**src/hw/rtl/hxp_pkg.sv**
```systemverilog
package hxp_pkg;

	// Counter and result widths
	localparam int COUNT_BITS = 16;
	localparam int TOTAL_W    = 16;

	// Queue between front and back
	localparam int Q_DEPTH = 2;
	localparam int Q_PTR_W = (Q_DEPTH > 1) ? $clog2(Q_DEPTH) : 1;
	localparam int Q_CNT_W = $clog2(Q_DEPTH + 1);

	// Character classes
	localparam logic [7:0] CH_SPACE = 8'h20;
	localparam logic [7:0] CH_TAB   = 8'h09;
	localparam logic [7:0] CH_CR    = 8'h0D;
	localparam logic [7:0] CH_PLUS  = 8'h2B;
	localparam logic [7:0] CH_MINUS = 8'h2D;

	typedef enum logic [2:0] {
		CLS_WS,
		CLS_HEX,
		CLS_PLUS,
		CLS_MINUS,
		CLS_OTHER
	} cls_t;

	// Back-end decoder state
	typedef enum logic [1:0] {
		ST_IDLE,
		ST_OPEN,
		ST_HALT
	} back_st_t;

	typedef struct packed {
		logic [7:0] char_in;
		logic       last_char;
	} in_t;

	typedef struct packed {
		logic [7:0]         byte_value;
		logic               byte_valid;
		logic               stream_end;
		logic               stopped_early;
		logic [TOTAL_W-1:0] byte_total;
	} out_t;

	// Classified character as it travels through the queue
	typedef struct packed {
		cls_t       cls;
		logic [3:0] digit;
		logic       last;
	} item_t;

	// Queue status seen by front and back
	typedef struct packed {
		logic full;
		logic empty;
	} q_stat_t;

endpackage

```
**src/hw/rtl/hex_text_to_bytes_parser_core.sv**
```systemverilog
// Hex text decoder: takes one character per transfer and turns whitespace-separated
// codes of one or two hex characters (optionally signed) into bytes. A result is
// given for each decoded byte and for the last character of a text; the end result
// carries the saturated byte count and whether an invalid code halted decoding.
// One character is accepted per cycle while the queue has room; a character's result
// passes through the classification queue and the output register. Stall on
// the result side backs up through a two-entry queue before the input stalls.
module hex_text_to_bytes_parser_core (
	input  logic          clk,
	input  logic          arst_n,
	input  logic          char_valid,
	output logic          char_stall,
	input  hxp_pkg::in_t  char_data,
	output logic          res_valid,
	input  logic          res_stall,
	output hxp_pkg::out_t res_data
);
	import hxp_pkg::*;

	q_stat_t q_stat;
	logic    push;
	logic    pop;
	item_t   push_item;
	item_t   pop_item;

	hxp_front u_front (
		.char_valid (char_valid),
		.char_stall (char_stall),
		.char_data  (char_data),
		.q_stat     (q_stat),
		.push       (push),
		.push_item  (push_item)
	);

	hxp_queue u_queue (
		.clk       (clk),
		.arst_n    (arst_n),
		.push      (push),
		.push_item (push_item),
		.pop       (pop),
		.pop_item  (pop_item),
		.q_stat    (q_stat)
	);

	hxp_back u_back (
		.clk       (clk),
		.arst_n    (arst_n),
		.q_stat    (q_stat),
		.pop_item  (pop_item),
		.pop       (pop),
		.res_valid (res_valid),
		.res_stall (res_stall),
		.res_data  (res_data)
	);

endmodule

```
**src/hw/rtl/hxp_front.sv**
```systemverilog
module hxp_front (
	input  logic          char_valid,
	output logic          char_stall,
	input  hxp_pkg::in_t  char_data,
	input  hxp_pkg::q_stat_t q_stat,
	output logic          push,
	output hxp_pkg::item_t push_item
);
	import hxp_pkg::*;

	logic [7:0] c;

	assign c = char_data.char_in;

	// Stall while the queue has no room
	assign char_stall = q_stat.full;
	assign push       = char_valid && !q_stat.full;

	// Classify the character and extract its hex digit
	always_comb begin
		push_item.last  = char_data.last_char;
		push_item.digit = 4'd0;
		push_item.cls   = CLS_OTHER;
		if (c == CH_SPACE || (c >= CH_TAB && c <= CH_CR)) begin
			push_item.cls = CLS_WS;
		end else if (c >= 8'h30 && c <= 8'h39) begin
			push_item.cls   = CLS_HEX;
			push_item.digit = c[3:0];
		end else if ((c >= 8'h41 && c <= 8'h46) || (c >= 8'h61 && c <= 8'h66)) begin
			push_item.cls   = CLS_HEX;
			push_item.digit = c[3:0] + 4'd9;
		end else if (c == CH_PLUS) begin
			push_item.cls = CLS_PLUS;
		end else if (c == CH_MINUS) begin
			push_item.cls = CLS_MINUS;
		end
	end

endmodule

```
**src/hw/rtl/hxp_queue.sv**
```systemverilog
module hxp_queue (
	input  logic             clk,
	input  logic             arst_n,
	input  logic             push,
	input  hxp_pkg::item_t   push_item,
	input  logic             pop,
	output hxp_pkg::item_t   pop_item,
	output hxp_pkg::q_stat_t q_stat
);
	import hxp_pkg::*;

	item_t               entry_q [Q_DEPTH];
	logic [Q_PTR_W-1:0]  wr_ptr_q;
	logic [Q_PTR_W-1:0]  rd_ptr_q;
	logic [Q_CNT_W-1:0]  cnt_q;

	assign q_stat.full  = (cnt_q == Q_CNT_W'(Q_DEPTH));
	assign q_stat.empty = (cnt_q == '0);
	assign pop_item     = entry_q[rd_ptr_q];

	// Advance pointers and occupancy
	always_ff @(posedge clk or negedge arst_n) begin
		if (!arst_n) begin
			wr_ptr_q <= '0;
			rd_ptr_q <= '0;
			cnt_q    <= '0;
		end else begin
			if (push) begin
				wr_ptr_q <= (wr_ptr_q == Q_PTR_W'(Q_DEPTH - 1)) ? '0 : wr_ptr_q + 1'b1;
			end
			if (pop) begin
				rd_ptr_q <= (rd_ptr_q == Q_PTR_W'(Q_DEPTH - 1)) ? '0 : rd_ptr_q + 1'b1;
			end
			if (push && !pop) begin
				cnt_q <= cnt_q + 1'b1;
			end else if (pop && !push) begin
				cnt_q <= cnt_q - 1'b1;
			end
		end
	end

	// Store pushed items
	always_ff @(posedge clk) begin
		if (push) begin
			entry_q[wr_ptr_q] <= push_item;
		end
	end

endmodule

```
**src/hw/rtl/hxp_back.sv**
```systemverilog
module hxp_back (
	input  logic             clk,
	input  logic             arst_n,
	input  hxp_pkg::q_stat_t q_stat,
	input  hxp_pkg::item_t   pop_item,
	output logic             pop,
	output logic             res_valid,
	input  logic             res_stall,
	output hxp_pkg::out_t    res_data
);
	import hxp_pkg::*;

	localparam int WIDE_W = COUNT_BITS + TOTAL_W;

	back_st_t              st_q;
	back_st_t              st_nxt;
	cls_t                  fcls_q;
	logic [3:0]            fdig_q;
	logic [COUNT_BITS-1:0] cnt_q;
	logic [COUNT_BITS-1:0] cnt_inc;
	logic [WIDE_W-1:0]     cnt_wide;
	logic                  out_valid_q;
	out_t                  out_q;

	logic       got;
	logic       fail;
	logic [7:0] val;
	out_t       res;

	// Take an item when the output register is free or draining
	assign pop = !q_stat.empty && (!out_valid_q || !res_stall);

	// Decode the current code
	always_comb begin
		got  = 1'b0;
		fail = 1'b0;
		val  = 8'd0;
		unique case (st_q)
			ST_IDLE: begin
				if (pop_item.cls != CLS_WS && pop_item.last) begin
					if (pop_item.cls == CLS_HEX) begin
						got = 1'b1;
						val = {4'd0, pop_item.digit};
					end else begin
						fail = 1'b1;
					end
				end
			end
			ST_OPEN: begin
				if (pop_item.cls == CLS_WS) begin
					if (fcls_q == CLS_HEX) begin
						got = 1'b1;
						val = {4'd0, fdig_q};
					end else begin
						fail = 1'b1;
					end
				end else if (pop_item.cls != CLS_HEX) begin
					fail = 1'b1;
				end else begin
					case (fcls_q)
						CLS_HEX: begin
							got = 1'b1;
							val = {fdig_q, pop_item.digit};
						end
						CLS_PLUS: begin
							got = 1'b1;
							val = {4'd0, pop_item.digit};
						end
						CLS_MINUS: begin
							got = 1'b1;
							val = 8'd0 - {4'd0, pop_item.digit};
						end
						default: begin
							fail = 1'b1;
						end
					endcase
				end
			end
			ST_HALT: begin
				got = 1'b0;
			end
			default: begin
				got = 1'b0;
			end
		endcase
	end

	// Next state
	always_comb begin
		st_nxt = st_q;
		if (pop_item.last) begin
			st_nxt = ST_IDLE;
		end else begin
			unique case (st_q)
				ST_IDLE: st_nxt = (pop_item.cls == CLS_WS) ? ST_IDLE : ST_OPEN;
				ST_OPEN: st_nxt = fail ? ST_HALT : ST_IDLE;
				ST_HALT: st_nxt = ST_HALT;
				default: st_nxt = ST_IDLE;
			endcase
		end
	end

	// Saturating count and the clipped total
	assign cnt_inc  = (got && cnt_q != '1) ? cnt_q + 1'b1 : cnt_q;
	assign cnt_wide = {{TOTAL_W{1'b0}}, cnt_inc};

	always_comb begin
		res.byte_value    = val;
		res.byte_valid    = got;
		res.stream_end    = pop_item.last;
		res.stopped_early = (st_q == ST_HALT) || fail;
		res.byte_total    = (cnt_wide > WIDE_W'({TOTAL_W{1'b1}})) ?
			{TOTAL_W{1'b1}} : cnt_wide[TOTAL_W-1:0];
	end

	// Hold decoder state
	always_ff @(posedge clk or negedge arst_n) begin
		if (!arst_n) begin
			st_q  <= ST_IDLE;
			cnt_q <= '0;
		end else if (pop) begin
			st_q  <= st_nxt;
			cnt_q <= pop_item.last ? '0 : cnt_inc;
		end
	end

	// Capture the first character of a code
	always_ff @(posedge clk) begin
		if (pop && st_q == ST_IDLE && pop_item.cls != CLS_WS) begin
			fcls_q <= pop_item.cls;
			fdig_q <= pop_item.digit;
		end
	end

	// Output register: load a result, drop it once transferred
	always_ff @(posedge clk or negedge arst_n) begin
		if (!arst_n) begin
			out_valid_q <= 1'b0;
		end else if (pop) begin
			out_valid_q <= got || pop_item.last;
		end else if (!res_stall) begin
			out_valid_q <= 1'b0;
		end
	end

	always_ff @(posedge clk) begin
		if (pop && (got || pop_item.last)) begin
			out_q <= res;
		end
	end

	assign res_valid = out_valid_q;
	assign res_data  = out_q;

endmodule

```
**config.mk**
```make
export PLATFORM = sky130hd
export DESIGN_NAME = hex_text_to_bytes_parser_core
export DESIGN_NICKNAME = d
export VERILOG_FILES = /design/src/hw/rtl/hxp_pkg.sv /design/src/hw/rtl/hex_text_to_bytes_parser_core.sv /design/src/hw/rtl/hxp_front.sv /design/src/hw/rtl/hxp_queue.sv /design/src/hw/rtl/hxp_back.sv
export SDC_FILE = /design/constraint.sdc
export NUM_CORES = 1
export LEC_CHECK = 0
export BUFFER_PORTS_ARGS = -buffer_cell sky130_fd_sc_hd__buf_2
export CORE_MARGIN = 4
export CORE_UTILIZATION = 47
export CTS_BUF_LIST = sky130_fd_sc_hd__clkbuf_2 sky130_fd_sc_hd__clkbuf_4 sky130_fd_sc_hd__clkbuf_8
export DETAILED_ROUTE_END_ITERATION = 6
export PLACE_DENSITY = 0.75
export SLEW_MARGIN = 0
export SYNTH_ARGS = -nofsm -noshare
export SYNTH_HDL_FRONTEND = slang
export SYNTH_SLANG_ARGS = --single-unit
```
**constraint.sdc**
```tcl
create_clock -name clk -period 8.75 [get_ports clk]
set_input_delay 2.1875 -clock clk [delete_from_list [all_inputs] [get_ports clk]]
set_output_delay 2.1875 -clock clk [all_outputs]
set_load 0.03 [all_outputs]
```
==> metrics.md <==
| Metric | Value |
|---|---|
| Outcome | `finished, final reports clean` |
| CP Depth | `6` |
| Reg2Reg Capture Point | `u_back.res_data[4]` |
| Number of maximum-capacitance violations | `0` |
| I/O pin count | `42` |
| Library cell occupying the most area in the post-synthesis netlist | `sky130_fd_sc_hd__edfxtp_1` |
| Relative slew margins | `between 50% and 60%` |
| Critical Path Start | `res_stall` |
| Critical-path cell list | `buf_2 -> nand2_1 -> o21a_1 -> clkinv_1 -> nor4_1 -> clkbuf_2` |
| Post-DR vias/cell | `between 5 and 6` |
| Hold Buf Count CTS | `0` |
| Power per unit of standard cell area | `between 300 and 400 mW/mm2` |
| H-Tree Depth | `3` |
| Post-synthesis instance total | `about 330` |
| Length in cells of the worst reg-to-reg path | `7` |
| Overall overflow remaining after global route | `0` |
| Number of flops mapped to enable cells by yosys | `50` |
| RSZ-0062 raised after global routing | `no` |
| Starting utilization of the core area | `about half` |
| Cell family contributing the most delay on the critical path | `buffers and inverters` |
| Hold Path Stages | `1` |
| Area of the die | `approximately 0.0094 mm2` |
| Number of clock buffers inserted by TritonCTS | `9` |
| Fin crit share | `roughly 45%` |
| Slew @ Worst Pin | `~0.74 ns` |
| Post-CTS setup-driven buffer insertion count | `0` |
| Total non-filler cell area in the finished layout | `0.00419 mm2` |
| Worst-skew pair later-pin latency | `~0.34 ns` |
| Clock Sinks | `between 70 and 80` |
| Worst Setup End Kind | `flip-flop` |
| Synthesized-area fraction occupied by ao, oa, aoi and oai cells | `14.8%` |
| Area occupied by registers | `a little over 0.002 mm2` |
| Required time of the worst setup path | `between 8 and 9 ns` |
| Final critical delay including setup and external delays | `just under 4 ns` |
| Total area of multi-input combinational cells | `approximately 0.0015 mm2` |
| Total design power | `~1.3 mW` |
| Number of search-and-repair iterations in the first detailed-routing pass | `5` |
| Uppermost signal routing layer after detailed routing | `met4` |
| Largest voltage drop on the vdd net | `between 150 and 200 uV` |
| Mean Syn Cell Area | `about 11 um2` |
| Synthesized Nets | `between 300 and 400` |
| Pre-CTS setup slack | `just over 4 ns` |
| Dpl hpwl | `5030 um` |
| Arrival time at the worst endpoint | `around 4 ns` |
| Layout-stage area growth over the synthesis result | `12.4%` |
| CTS resizes | `0` |
| Placed inst area | `approximately 0.0040 mm2` |
| Antenna diodes | `0` |
| Number of slew-limit violations in the final report | `0` |
| Final-stage net count | `just under 400` |
| Leading post-synthesis cells by cell area | `sky130_fd_sc_hd__edfxtp_1 (40%), sky130_fd_sc_hd__dfrtp_1 (15%), sky130_fd_sc_hd__xnor2_1 (3.1%)` |
| Post-synthesis sequential area ratio | `55.7%` |
| Core area | `about 0.0077 mm2` |
| Global-route usage over all layers | `roughly 15%` |
| WL met3 | `slightly below 500 um` |
| Post-route worst setup slack | `4.78 ns` |
| Detailed route wirelength on metal2 | `between 3000 and 4000 um` |
| First-pass GRT wire length | `approximately 12,000 um` |
| Initial antenna violation count | `0` |
| Total wire length after detailed routing | `a little over 7000 um` |
| Synthesized flop and latch total | `73` |
| Share of post-route cells with drive strength above 1 | `22.3%` |
| Register-to-register setup slack | `approximately 6 ns` |
| Dominant cell by count in the synthesized netlist | `sky130_fd_sc_hd__edfxtp_1` |
| Sort of element at the start of the critical path | `input pin` |
| Final core utilization | `54.3%` |
| Peak Freq | `around 250 MHz` |
| Vias | `2,714` |
| Worst-path cell with the longest stage delay | `sky130_fd_sc_hd__nor4_1` |
| Count of final setup violators | `0` |
| Antenna Nets Post-Route | `0` |
| Final number of hold-violating endpoints | `0` |
| Bufs on Longest Clock Path | `2` |
| Reg-to-reg startpoint | `u_back.cnt_q[0]` |
| Number of global-route vias before repair | `approximately 2,500` |
| Startpoint-to-endpoint class of the critical path | `input pin to flip-flop` |
| Leading cell types by count after synthesis | `sky130_fd_sc_hd__edfxtp_1 (50), sky130_fd_sc_hd__nand2_1 (28), sky130_fd_sc_hd__nor2_1 (24)` |
| Die boundary width | `97.1 um` |
| Hold Path Class | `flip-flop to flip-flop` |
| Adder-cell share of the synthesized area | `2.35%` |
| Launch point of the worst hold path | `u_queue.wr_ptr_q` |
| Final setup skew | `0.00858 ns` |
| Mux share of post-synthesis cell area | `under 10%` |
| Vertical die dimension | `about 97 um` |
| Wire length per cell | `around 15 um` |
| Final standard cell count with taps included and fillers excluded | `about 470` |
| Post-synth design cell area | `between 0.003 and 0.004 mm2` |
| Hold Worst Slack | `0.506 ns` |
| Top flip-flop cell by instance count after synthesis | `sky130_fd_sc_hd__edfxtp_1` |
| M1 WL | `3260 um` |
| Filler cells | `639` |
| Sum of negative setup slack | `0 ns` |
| Number of design-rule violations left by the first detailed-router iteration | `230` |
| RePlAce Congestion | `approximately 0.89` |
| Worst Setup EP | `u_back.fcls_q[1]` |
| Post-synth ARST share | `a little under a third` |
| TritonCTS clock tree | `done` |
| Buffer cell driving the clock tree root | `sky130_fd_sc_hd__clkbuf_8` |
| Leakage dissipation | `1.60 nW` |
| CP Buf/Inv Count | `3` |
| Clock-pin slew on the worst setup and hold paths | `~0.07 ns` |
| Site row count | `32` |
| Area fraction of the dominant cell type after synthesis | `between 40% and 50%` |
| Dominant combinational cell family by area after synthesis | `simple AND/OR/NAND/NOR gates` |
| Number of port buffers | `between 40 and 50` |
| Number of warning messages in the yosys log | `0` |
| Unique masters post-synth | `66` |
| # DRC | `0` |
| DP Cell Count | `between 400 and 500` |
| XOR/XNOR share of the synthesized area | `under 10%` |
| Synth Area in Simple Gates | `about 16%` |
| Maximum single-stage delay on the critical path | `roughly 0.69 ns` |
| Pin count of the biggest net entering global routing | `28` |
| Maximum fanout along the worst path | `19` |
placed cells by master, fill, tap and decap left out, types with 3 or more instances in the layout:
cell type and n:
sky130_fd_sc_hd__a21oi_1 14, sky130_fd_sc_hd__a22o_1 4, sky130_fd_sc_hd__a31oi_1 3, sky130_fd_sc_hd__buf_2 41, sky130_fd_sc_hd__clkbuf_4 4, sky130_fd_sc_hd__clkbuf_8 9
sky130_fd_sc_hd__dfrtp_1 23, sky130_fd_sc_hd__edfxtp_1 50, sky130_fd_sc_hd__ha_1 7, sky130_fd_sc_hd__inv_1 14, sky130_fd_sc_hd__mux2_2 7, sky130_fd_sc_hd__nand2_1 28
sky130_fd_sc_hd__nand2b_1 5, sky130_fd_sc_hd__nand3_1 11, sky130_fd_sc_hd__nand4_1 5, sky130_fd_sc_hd__nor2_1 23, sky130_fd_sc_hd__nor3_1 4, sky130_fd_sc_hd__nor4_1 5
sky130_fd_sc_hd__nor4_2 3, sky130_fd_sc_hd__o21ai_0 19, sky130_fd_sc_hd__o311ai_0 4, sky130_fd_sc_hd__o31ai_1 7, sky130_fd_sc_hd__o41ai_1 5, sky130_fd_sc_hd__or3_1 3
sky130_fd_sc_hd__xnor2_1 13, sky130_fd_sc_hd__xor2_1 7
per-layer routing:
metal / vias to the layer above / GRT usage (%)
met4: 0 / 5.51
met1: 1273 / 21.1
li1: 1324 / -
met3: 11 / 3.95
met2: 106 / 23.6
met5: - / 0
layout make-up:
cell class | count | share of cell area (%)
Inverter | 16 | 1.43
Multi-Input combinational cell | 224 | 36.2
Clock buffer | 13 | 3.67
Clock inverter | 3 | 0.984
Sequential cell | 73 | 49.5
Timing Repair Buffer | 43 | 5.19
Tap cell | 102 | 3.04
cells by family (layout without fill, tap and decap cells):
| kind of cell | count (synthesis) | in the layout |
|---|---|---|
| xor+xnor | 20 | 20 |
| buf+inv | 29 | 75 |
| flops | 73 | 73 |
| compound gates | 78 | 78 |
| fa+ha+maj | 7 | 7 |
| mux | 10 | 10 |
| simple gates | 109 | 109 |
state kept, by name (all words and copies together) (netlist names):
name	flops
u_back.st_q	2
u_back.res_valid	1
u_queue.wr_ptr_q	1
u_back.res_data	27
u_back.cnt_q	16
u_back.fcls_q	3
u_back.fdig_q	4
u_queue.cnt_q	2
u_queue.entry_q	16
u_queue.rd_ptr_q	1
where the power goes:
part | switching [mW] | internal, mW
logic | 0.340 | 0.149
registers | 0.0707 | 0.509
clock network | 0.115 | 0.144
total | 0.526 | 0.802
how the worst min path moves through the flow:
stage                            end  slack [ns]
floorplan           u_queue.wr_ptr_q        0.46
global placement    u_queue.wr_ptr_q        0.48
detailed placement  u_queue.wr_ptr_q        0.51
CTS                 u_queue.wr_ptr_q        0.52
global route        u_queue.cnt_q[1]        0.53
finish              u_queue.wr_ptr_q        0.51
No activity file was read; power rests on OpenSTA's default activity.
